`config.mk`:
```
export PLATFORM = sky130hd
export DESIGN_NAME = c8ie_ctrl
export DESIGN_NICKNAME = d
export VERILOG_FILES = /design/src/hw/rtl/c8ie_pkg.sv /design/src/hw/rtl/c8ie_ctrl.sv
export SDC_FILE = /design/constraint.sdc
export NUM_CORES = 1
export LEC_CHECK = 0
export BUFFER_PORTS_ARGS = -buffer_cell sky130_fd_sc_hd__buf_2
export CAP_MARGIN = 20
export CORE_MARGIN = 4
export CORE_UTILIZATION = 50
export DETAILED_ROUTE_END_ITERATION = 10
export PLACE_DENSITY = 0.79
export SLEW_MARGIN = 15
export SYNTH_ARGS = -nofsm -noshare
export SYNTH_HDL_FRONTEND = slang
export SYNTH_SLANG_ARGS = --single-unit
```
`constraint.sdc`:
```
create_clock -name clock -period 3.6 [get_ports clock]
set_input_delay 0.36 -clock clock [delete_from_list [all_inputs] [get_ports clock]]
set_output_delay 0.36 -clock clock [all_outputs]
set_load 0.03 [all_outputs]
```
`src/hw/rtl/c8ie_pkg.sv`:
```
// ----------------------------------------------------------------------------
// CHIP-8 executor package
// Shared constants, codes, state and command types, and a helper function.
// ----------------------------------------------------------------------------
package c8ie_pkg;

   localparam int MEM_BYTES           = 4096;
   localparam int ADDR_W              = 12;
   localparam int STACK_DEPTH_DEF     = 16;
   localparam int SCREEN_WIDTH_DEF    = 64;
   localparam int SCREEN_HEIGHT_DEF   = 32;
   localparam int PC_START_DEF        = 512;

   localparam logic [15:0] SEED_RESET = 16'hACE1;
   localparam logic [15:0] SEED_ZERO  = 16'hACE1;
   localparam logic [15:0] LFSR_TAPS  = 16'hB400;

   localparam logic [2:0] ACT_STEP  = 3'd0;
   localparam logic [2:0] ACT_TICK  = 3'd1;
   localparam logic [2:0] ACT_KEY   = 3'd2;
   localparam logic [2:0] ACT_LOAD  = 3'd3;
   localparam logic [2:0] ACT_PIXEL = 3'd4;

   typedef enum logic [2:0] {
      STS_OK, STS_UNKNOWN, STS_KEYWAIT, STS_STACK, STS_HALTED
   } c8ie_status_type;

   typedef enum logic [2:0] {
      KIND_PLAIN, KIND_DRAW, KIND_BCD, KIND_DUMP, KIND_FILL
   } c8ie_kind_type;

   typedef enum logic [4:0] {
      S_IDLE, S_DISPATCH, S_PIX_SEL, S_FETCH_HI, S_FETCH_LO, S_OPCODE, S_REG_RD,
      S_EXEC, S_DRAW_MEM, S_DRAW_FB, S_DRAW_WR, S_DRAW_END, S_BCD, S_DUMP_RD,
      S_DUMP_WR, S_FILL_RD, S_FILL_WR, S_FINISH
   } c8ie_state_type;

   typedef enum logic [4:0] {
      CMD_NONE, CMD_CAPTURE, CMD_ACT, CMD_HALTED, CMD_PIX_RD, CMD_PIX_SEL,
      CMD_FETCH_HI, CMD_FETCH_LO, CMD_OPCODE, CMD_REG_RD, CMD_EXEC, CMD_DRAW_MEM,
      CMD_DRAW_FB, CMD_DRAW_WR, CMD_DRAW_END, CMD_BCD, CMD_DUMP_RD, CMD_DUMP_WR,
      CMD_FILL_RD, CMD_FILL_WR, CMD_FINISH
   } c8ie_cmd_type;

   typedef struct packed {
      c8ie_cmd_type cmd;
   } c8ie_ctrl_type;

   typedef struct packed {
      logic [2:0]    action;
      logic          halted;
      logic          fault;
      c8ie_kind_type kind;
      logic          last;
      logic          empty;
   } c8ie_stat_type;

   // value modulo a small modulus, valid while value < 16 * modulus
   function automatic logic [7:0] mod_small(input logic [7:0] value,
                                            input logic [7:0] modulus);
      logic [11:0] rem;
      logic [11:0] part;
      rem = {4'b0, value};
      for (int k = 3; k >= 0; k--) begin
         part = {4'b0, modulus} << k;
         if (rem >= part) begin
            rem = rem - part;
         end
      end
      return rem[7:0];
   endfunction

endpackage

```
`src/hw/rtl/c8ie_ctrl.sv`:
```
// ----------------------------------------------------------------------------
// CHIP-8 executor controller
// Sequences fetch, decode, execute and the draw, digit and copy loops; owns rsp valid.
// ----------------------------------------------------------------------------
module c8ie_ctrl (
   input  logic                   clock,
   input  logic                   reset,
   input  logic                   req_valid,
   output logic                   req_ready,
   output logic                   rsp_valid,
   input  logic                   rsp_ready,
   input  c8ie_pkg::c8ie_stat_type stat,
   output c8ie_pkg::c8ie_ctrl_type ctrl
);
   import c8ie_pkg::*;

   c8ie_state_type state_ff, state_in;
   logic           rsp_valid_ff, rsp_valid_in;

   always_ff @(posedge clock) begin
      if (reset) begin
         state_ff     <= S_IDLE;
         rsp_valid_ff <= 1'b0;
      end else begin
         state_ff     <= state_in;
         rsp_valid_ff <= rsp_valid_in;
      end
   end

   always_comb begin
      state_in     = state_ff;
      ctrl.cmd     = CMD_NONE;
      rsp_valid_in = rsp_valid_ff & ~rsp_ready;
      case (state_ff)
         S_IDLE: begin
            if (req_valid) begin
               ctrl.cmd = CMD_CAPTURE;
               state_in = S_DISPATCH;
            end
         end
         S_DISPATCH: begin
            if (stat.action == ACT_STEP) begin
               if (stat.halted) begin
                  ctrl.cmd = CMD_HALTED;
                  state_in = S_FINISH;
               end else begin
                  state_in = S_FETCH_HI;
               end
            end else if (stat.action == ACT_PIXEL) begin
               ctrl.cmd = CMD_PIX_RD;
               state_in = S_PIX_SEL;
            end else begin
               ctrl.cmd = CMD_ACT;
               state_in = S_FINISH;
            end
         end
         S_PIX_SEL: begin
            ctrl.cmd = CMD_PIX_SEL;
            state_in = S_FINISH;
         end
         S_FETCH_HI: begin
            ctrl.cmd = CMD_FETCH_HI;
            state_in = S_FETCH_LO;
         end
         S_FETCH_LO: begin
            ctrl.cmd = CMD_FETCH_LO;
            state_in = S_OPCODE;
         end
         S_OPCODE: begin
            ctrl.cmd = CMD_OPCODE;
            state_in = S_REG_RD;
         end
         S_REG_RD: begin
            ctrl.cmd = CMD_REG_RD;
            state_in = S_EXEC;
         end
         S_EXEC: begin
            ctrl.cmd = CMD_EXEC;
            if (stat.fault) begin
               state_in = S_FINISH;
            end else begin
               case (stat.kind)
                  KIND_DRAW: state_in = stat.empty ? S_DRAW_END : S_DRAW_MEM;
                  KIND_BCD:  state_in = S_BCD;
                  KIND_DUMP: state_in = S_DUMP_RD;
                  KIND_FILL: state_in = S_FILL_RD;
                  default:   state_in = S_FINISH;
               endcase
            end
         end
         S_DRAW_MEM: begin
            ctrl.cmd = CMD_DRAW_MEM;
            state_in = S_DRAW_FB;
         end
         S_DRAW_FB: begin
            ctrl.cmd = CMD_DRAW_FB;
            state_in = S_DRAW_WR;
         end
         S_DRAW_WR: begin
            ctrl.cmd = CMD_DRAW_WR;
            state_in = stat.last ? S_DRAW_END : S_DRAW_MEM;
         end
         S_DRAW_END: begin
            ctrl.cmd = CMD_DRAW_END;
            state_in = S_FINISH;
         end
         S_BCD: begin
            ctrl.cmd = CMD_BCD;
            if (stat.last) begin
               state_in = S_FINISH;
            end
         end
         S_DUMP_RD: begin
            ctrl.cmd = CMD_DUMP_RD;
            state_in = S_DUMP_WR;
         end
         S_DUMP_WR: begin
            ctrl.cmd = CMD_DUMP_WR;
            state_in = stat.last ? S_FINISH : S_DUMP_RD;
         end
         S_FILL_RD: begin
            ctrl.cmd = CMD_FILL_RD;
            state_in = S_FILL_WR;
         end
         S_FILL_WR: begin
            ctrl.cmd = CMD_FILL_WR;
            state_in = stat.last ? S_FINISH : S_FILL_RD;
         end
         S_FINISH: begin
            if (!rsp_valid_ff || rsp_ready) begin
               ctrl.cmd     = CMD_FINISH;
               rsp_valid_in = 1'b1;
               state_in     = S_IDLE;
            end
         end
         default: state_in = S_IDLE;
      endcase
   end

   assign req_ready = (state_ff == S_IDLE);
   assign rsp_valid = rsp_valid_ff;

endmodule

```
==> out/results.txt, run 1 <==
TritonRoute pass-1 iters: 4
Cell leakage power: 0.0003516 uW
Number of synthesized flops with an enable pin: 0
Largest cells by area after synthesis: dfxtp_1 15%, nor2_1 7.1%, nand2b_1 5.5%
Crit path max fanout: 20
Clk_lat worst skew: 0.24 ns
Synth Cell Area: 790.8 um^2
Syn-to-layout area delta: 13.92%
Post-CTS Setup Inserts: 0
# IOs: 21
CTS H-tree lvls: 1
WL per Instance: 15.70 um
Flop pwr share: 0.245
Post-DRT Antenna Nets: 0
Clk slew on worst S/H paths: 0.05 ns
Die Span X: 47.77 um
Fin cells: 148
Starting Density: 0.5249
DR DRC count: 0
Max Cap Viol: 0
Clock share of power: 0.088
Power Internal: 301.3 uW
Cts bufs inserted: 3
Setup crit end kind: output port
Die area: 2282 um^2
CTS tree: built
Peak supply drop: 0.4121 mV
Placement Setup Slack: 1.581 ns
Yosys warns: 0
Max Clock Freq: 0.4300 GHz
Core ar.: 1506 um^2
CTS Root Cell: clkbuf_4
Fin crit period: 2.325 ns
Routed vias/inst: 6.682
Largest net degree at the start of global routing: 22
Worst slew margin: 0.5234
Outcome: finished clean
CP Class: reg -> out
Vias in the first global route: 870
Sw Pwr: 390.4 uW
Die height: 47.77 um
Gate power share: 0.666
Layout cell share with drive strength beyond 1: 0.2197
First-pass GRT wire length: 3.705 mm
Sequential area share after synthesis: 0.1519
RSZ-0062 raised after global routing: no
Final Max Tran Viols: 0
Top FF cell, synth: dfxtp_1
Final hold vios: 0
HP Class: in -> reg
Final worst slack: 1.275 ns
Async S/R FF share, synth: 0
Setup_tns: 0 ns
Final nets: 148
Slew @ Worst Pin: 0.7139 ns
Yosys top cell area share: 0.1519
Syn nets: 132
Ant diodes: 0
Startpoint types: register
Post-CTS Resized: 0
# fillers: 154
Clock Tree Buf Depth: 2
GRT Resource Usage Total: 0.2240
Final core utilization: 0.5980
I/O Buffers: 20
Post-CTS Hold Fix Bufs: 0
Syn_area_per_cell: 6.701 um^2
Final period utilization: 0.6459
Synth Instances: 118
CTS sink count: 6
Final Wtd Congestion: 0.9101
Synth cell types: 43
Via count: 989
Worst hold slack: 0.3929 ns
Detailed-placement wirelength estimate: 1.695 mm
Initial drt markers: 18
FP Rows: 14
Total gr overflow: 0
Synth Register Bits: 6
CP arrival: 1.97 ns
PD cells: 767.8 nW/um^2
Clk_skew: 0.001959 ns
Routed wire length: 2.324 mm
Worst Path Required: 3.24 ns
# setup viols final: 0
Initial antenna violation count: 0
Inst Count DP: 145
Sw Ratio: 0.5644
Synth area leader: dfxtp_1
-- synthesized netlist by cell type (2+ instances only) --
cell type  count
nand2_1        6
nand3_1        4
o21ai_0        7
o31ai_1        2
or3_1          2
buf_2          2
a311o_1        2
a21oi_1        8
mux2i_1        3
or2_2          2
o21bai_1       2
nor3_1         5
nor3b_1        2
a31oi_1        3
inv_1          3
buf_1          2
nand4_1        2
nor2_1        15
clkbuf_1       6
a22o_1         2
dfxtp_1        6
nand3b_1       3
nand2b_1       7
nor2b_1        3
-- area by class of cell --
| cell class | count | area (um^2) | share of cell area |
|---|---|---|---|
| multi-input cells | 99 | 619.3 | 0.6875 |
| repair buffers | 21 | 107.6 | 0.1194 |
| well taps | 16 | 20.02 | 0.02222 |
| inverters | 3 | 11.26 | 0.01250 |
| flip-flops and latches | 6 | 120.1 | 0.1333 |
| clock buffers | 3 | 22.52 | 0.02500 |
-- power groups by stage --
stage / combinational, uW / clock, uW / sequential, uW
after CTS: 458 / 62.4 / 166
after global placement: 445 / 0 / 162
after detailed placement: 455 / 0 / 166
after global routing: 499 / 65.9 / 176
after floorplan: 409 / 0 / 98.3
final: 461 / 61.2 / 170
-- worst paths after layout --
path	startpoint	cells past startpoint	slack, ns	endpoint
worst min register to register	rsp_valid$_SDFF_PP0_	2	0.60	rsp_valid$_SDFF_PP0_
worst min-delay path	reset	2	0.39	rsp_valid$_SDFF_PP0_
worst max register to register	state_ff[0]$_SDFFE_PP0P_	4	1.61	state_ff[4]$_SDFFE_PP0P_
worst max-delay path	state_ff[0]$_SDFFE_PP0P_	5	1.27	ctrl[2]
-- cells by family after synthesis --
group           after synthesis  synth area share
simple gates                 56            0.3845
compound gates               38            0.3386
buf+inv                      13           0.06487
flops                         6            0.1519
mux                           3           0.03798
xor+xnor                      2           0.02216
-- stage by stage --
step                      area [um^2]  total power (uW)
final                           900.9             691.7
after CTS                       900.9             686.7
after floorplan                 790.8             507.7
after detailed placement        878.3             621.6
after global placement          878.3             607.2
after global routing            900.9             740.9
-- worst max-delay path, stage by stage, from the launching register on --
cell,delay [ns]
dfxtp_1,0.73
inv_1,0.23
nor3_1,0.18
a32oi_1,0.12
o32ai_1,0.23
buf_2,0.24
-- sequential cells by signal, summed over array words and instances, names as in the netlist --
signal / count
state_ff: 5
rsp_valid: 1
-- placed cells by master (no fill, tap or decap), types with 2 or more instances in the layout --
| master | instances |
|---|---|
| nor2b_1 | 3 |
| o21bai_1 | 2 |
| nor3_1 | 5 |
| or3_1 | 2 |
| a311o_1 | 2 |
| o21ai_0 | 7 |
| or2_2 | 2 |
| dfxtp_1 | 6 |
| nor2_1 | 15 |
| buf_2 | 20 |
| nand2_1 | 6 |
| o31ai_1 | 2 |
| clkbuf_4 | 3 |
| a31oi_1 | 3 |
| nand4_1 | 2 |
| inv_1 | 3 |
| mux2i_1 | 3 |
| nand3_1 | 4 |
| nand2b_1 | 7 |
| a21oi_1 | 8 |
| a22o_1 | 2 |
| nor3b_1 | 2 |
| nand3b_1 | 3 |
-- metal layers --
layer	track usage	wire length (um)
met5	0	0
met4	0.08602	41
met3	0.02632	195
met2	0.3826	1131
met1	0.2848	956
No activity file was read; power rests on OpenSTA's default activity.
==> inputs of run 2 (changes only) <==
- ABC_AREA: unset -> 1
- CORE_UTILIZATION: 50 -> 46
- PLACE_DENSITY: 0.79 -> 0.77
- clock period: 3.6 -> 2.1 ns (I/O delays scaled with it)
==> run 2 against run 1 <==
Compared with the run above:
- register-to-register slack lost 0.97 ns
- largest power group unchanged
- cell area grew 2.9%
- wire length fell by 5.6%
- final cell count is 22% higher
- critical path type unchanged
- sequential cell count is the same
- core utilization decreased by 0.33 points
- hold slack got worse by 0.19 ns
- clock skew grew 0.00089 ns
- critical endpoint is now ctrl[3]
- highest routed layer unchanged
==> out/results.txt, run 2 <==
First-pass GRT wire length: 3.732 mm
Total gr overflow: 0
GRT Resource Usage Total: 0.1924
Crit path max fanout: 7
Async S/R FF share, synth: 0
Synth Cell Area: 784.5 um^2
Post-DRT Antenna Nets: 0
Post-CTS Hold Fix Bufs: 0
Starting Density: 0.5032
Clk_lat worst skew: 0.24 ns
HP Class: in -> reg
Largest cells by area after synthesis: nand2_1 18%, dfxtp_1 15%, nor2_1 8.6%
Initial antenna violation count: 0
CP arrival: 1.64 ns
Via count: 983
Worst Path Required: 1.89 ns
Sw Ratio: 0.5794
Cell leakage power: 0.0004976 uW
Detailed-placement wirelength estimate: 1.846 mm
Final period utilization: 0.8809
Max FFs per register: 5
Core ar.: 1559 um^2
CTS sink count: 6
Die height: 49.30 um
Max Clock Freq: 0.5406 GHz
Synth cell types: 23
Clock share of power: 0.103
Synth Instances: 141
Setup_tns: 0 ns
Post-CTS Resized: 0
Clk slew on worst S/H paths: 0.05 ns
Layout cell share with drive strength beyond 1: 0.2805
Sw Pwr: 590.3 uW
Max Cap Viol: 0
Placement Setup Slack: 0.5346 ns
# fillers: 169
Initial drt markers: 36
Worst slew margin: 0.7862
Peak supply drop: 0.7951 mV
Clk_skew: 0.002849 ns
Final Max Tran Viols: 0
Vias in the first global route: 884
CTS tree: built
FP Rows: 14
DR DRC count: 0
Gate power share: 0.721
Syn nets: 155
CP startpoint: state_ff[1]$_SDFFE_PP0P_
Startpoint types: register
Final worst slack: 0.2502 ns
Routed wire length: 2.193 mm
PD cells: 1099 nW/um^2
Synth top cells by count: 38 x nand2_1, 18 x nor2_1, 15 x inv_1, 11 x nand3_1, 8 x a21oi_1
Fin crit period: 1.850 ns
Sequential area share after synthesis: 0.1531
Power Internal: 428.5 uW
Top reg by flops: state_ff
CTS Root Cell: clkbuf_4
R2R Path Start: state_ff[2]$_SDFFE_PP0P_
# IOs: 21
Yosys top cell area share: 0.1818
Min-Delay Startpoint: reset
Cts bufs inserted: 3
Final hold vios: 0
Commonest non-fill, non-tap cells in the layout: 38 x nand2_1, 20 x buf_2, 18 x nor2_1
Ant diodes: 0
# setup viols final: 0
Final Wtd Congestion: 0.9891
TritonRoute pass-1 iters: 4
Largest net degree at the start of global routing: 10
Clock Tree Buf Depth: 2
Most frequent cell after synthesis: nand2_1
Number of synthesized flops with an enable pin: 0
Routed vias/inst: 5.461
Yosys warns: 0
Top FF cell, synth: dfxtp_1
Most common cell after layout, fill and taps aside: nand2_1
CTS H-tree lvls: 1
Final nets: 180
Post-CTS Setup Inserts: 0
Synth area leader: nand2_1
WL per Instance: 12.18 um
RSZ-0062 raised after global routing: no
Setup crit end kind: output port
I/O Buffers: 20
Synth Register Bits: 6
Die area: 2430 um^2
Syn-to-layout area delta: 18.18%
Outcome: finished clean
Slew @ Worst Pin: 0.3182 ns
Syn_area_per_cell: 5.564 um^2
CP Class: reg -> out
Die Span X: 49.30 um
Flop pwr share: 0.177
-- run 2: cell count changes in the layout (fill, tap and decap cells not counted), moves of 3 or more --
cell,previous run,this run
inv_1,3,15
inv_2,0,5
mux2i_1,3,0
nand2_1,6,38
nand2_2,0,3
nand2b_1,7,0
nand3_1,4,11
nand4_1,2,6
nor2_1,15,18
nor2_2,0,4
nor2_4,0,5
nor2b_1,3,0
-- run 2: worst paths after layout --
| path | slack [ns] | cells past startpoint | to |
|---|---|---|---|
| min reg2reg | 0.54 | 2 | rsp_valid$_SDFF_PP0_ |
| min | 0.20 | 2 | state_ff[4]$_SDFFE_PP0P_ |
| max reg2reg | 0.64 | 9 | state_ff[0]$_SDFFE_PP0P_ |
| max | 0.25 | 8 | ctrl[3] |
-- run 2: per-layer routing --
layer  vias to the layer above  global-route usage  wire length (um)
li1                        511                   -                 -
met1                       427              0.2322               977
met4                         0             0.08057                49
met2                        39              0.3103               993
met5                         -                   0                 0
met3                         6             0.06116               171
-- run 2: worst max-delay path, cell delays in order, from the launching register on --
cell and delay, ns:
dfxtp_1 0.47, inv_2 0.07, nand2_2 0.11, inv_2 0.06, nand2_1 0.14, a21oi_1 0.11
nor2_1 0.19, nand2_1 0.07, buf_2 0.18
-- run 2: area by class of cell --
cell class / instances / area (um^2) / share of cell area
Clock buffer: 3 / 22.52 / 0.02429
Inverter: 23 / 91.34 / 0.09852
Multi-Input combinational cell: 112 / 573.1 / 0.6181
Sequential cell: 6 / 120.1 / 0.1296
Tap cell: 16 / 20.02 / 0.02159
Timing Repair Buffer: 20 / 100.1 / 0.1080
-- run 2: stage by stage --
stage                     instance area [um^2]  total power [uW]  hold WS, ns    util  instances
after global placement                   904.6             901.9       0.4510  0.5803        177
after global routing                     927.1              1108       0.1899  0.5947        180
final                                    927.1              1019       0.2022  0.5947        180
after CTS                                927.1              1020       0.1978  0.5947        180
after floorplan                          784.5             734.9       0.2791       -        141
after detailed placement                 904.6             909.3       0.4545  0.5803        177
-- run 2: kinds of logic (layout without fill, tap and decap cells) --
family                 after synthesis  count (layout)  synth area share
buffers and inverters               23              46            0.1164
AO/OA/AOI/OAI                       19              19            0.1419
AND/OR/NAND/NOR                     93              93            0.5885
flip-flops                           6               6            0.1531
-- run 2: power by group through the flow --
stage	sequential, uW	clock (uW)	combinational (uW)
floorplan	177	0	558
global route	184	118	805
detailed placement	181	0	728
CTS	179	110	732
finish	180	105	734
global placement	179	0	722
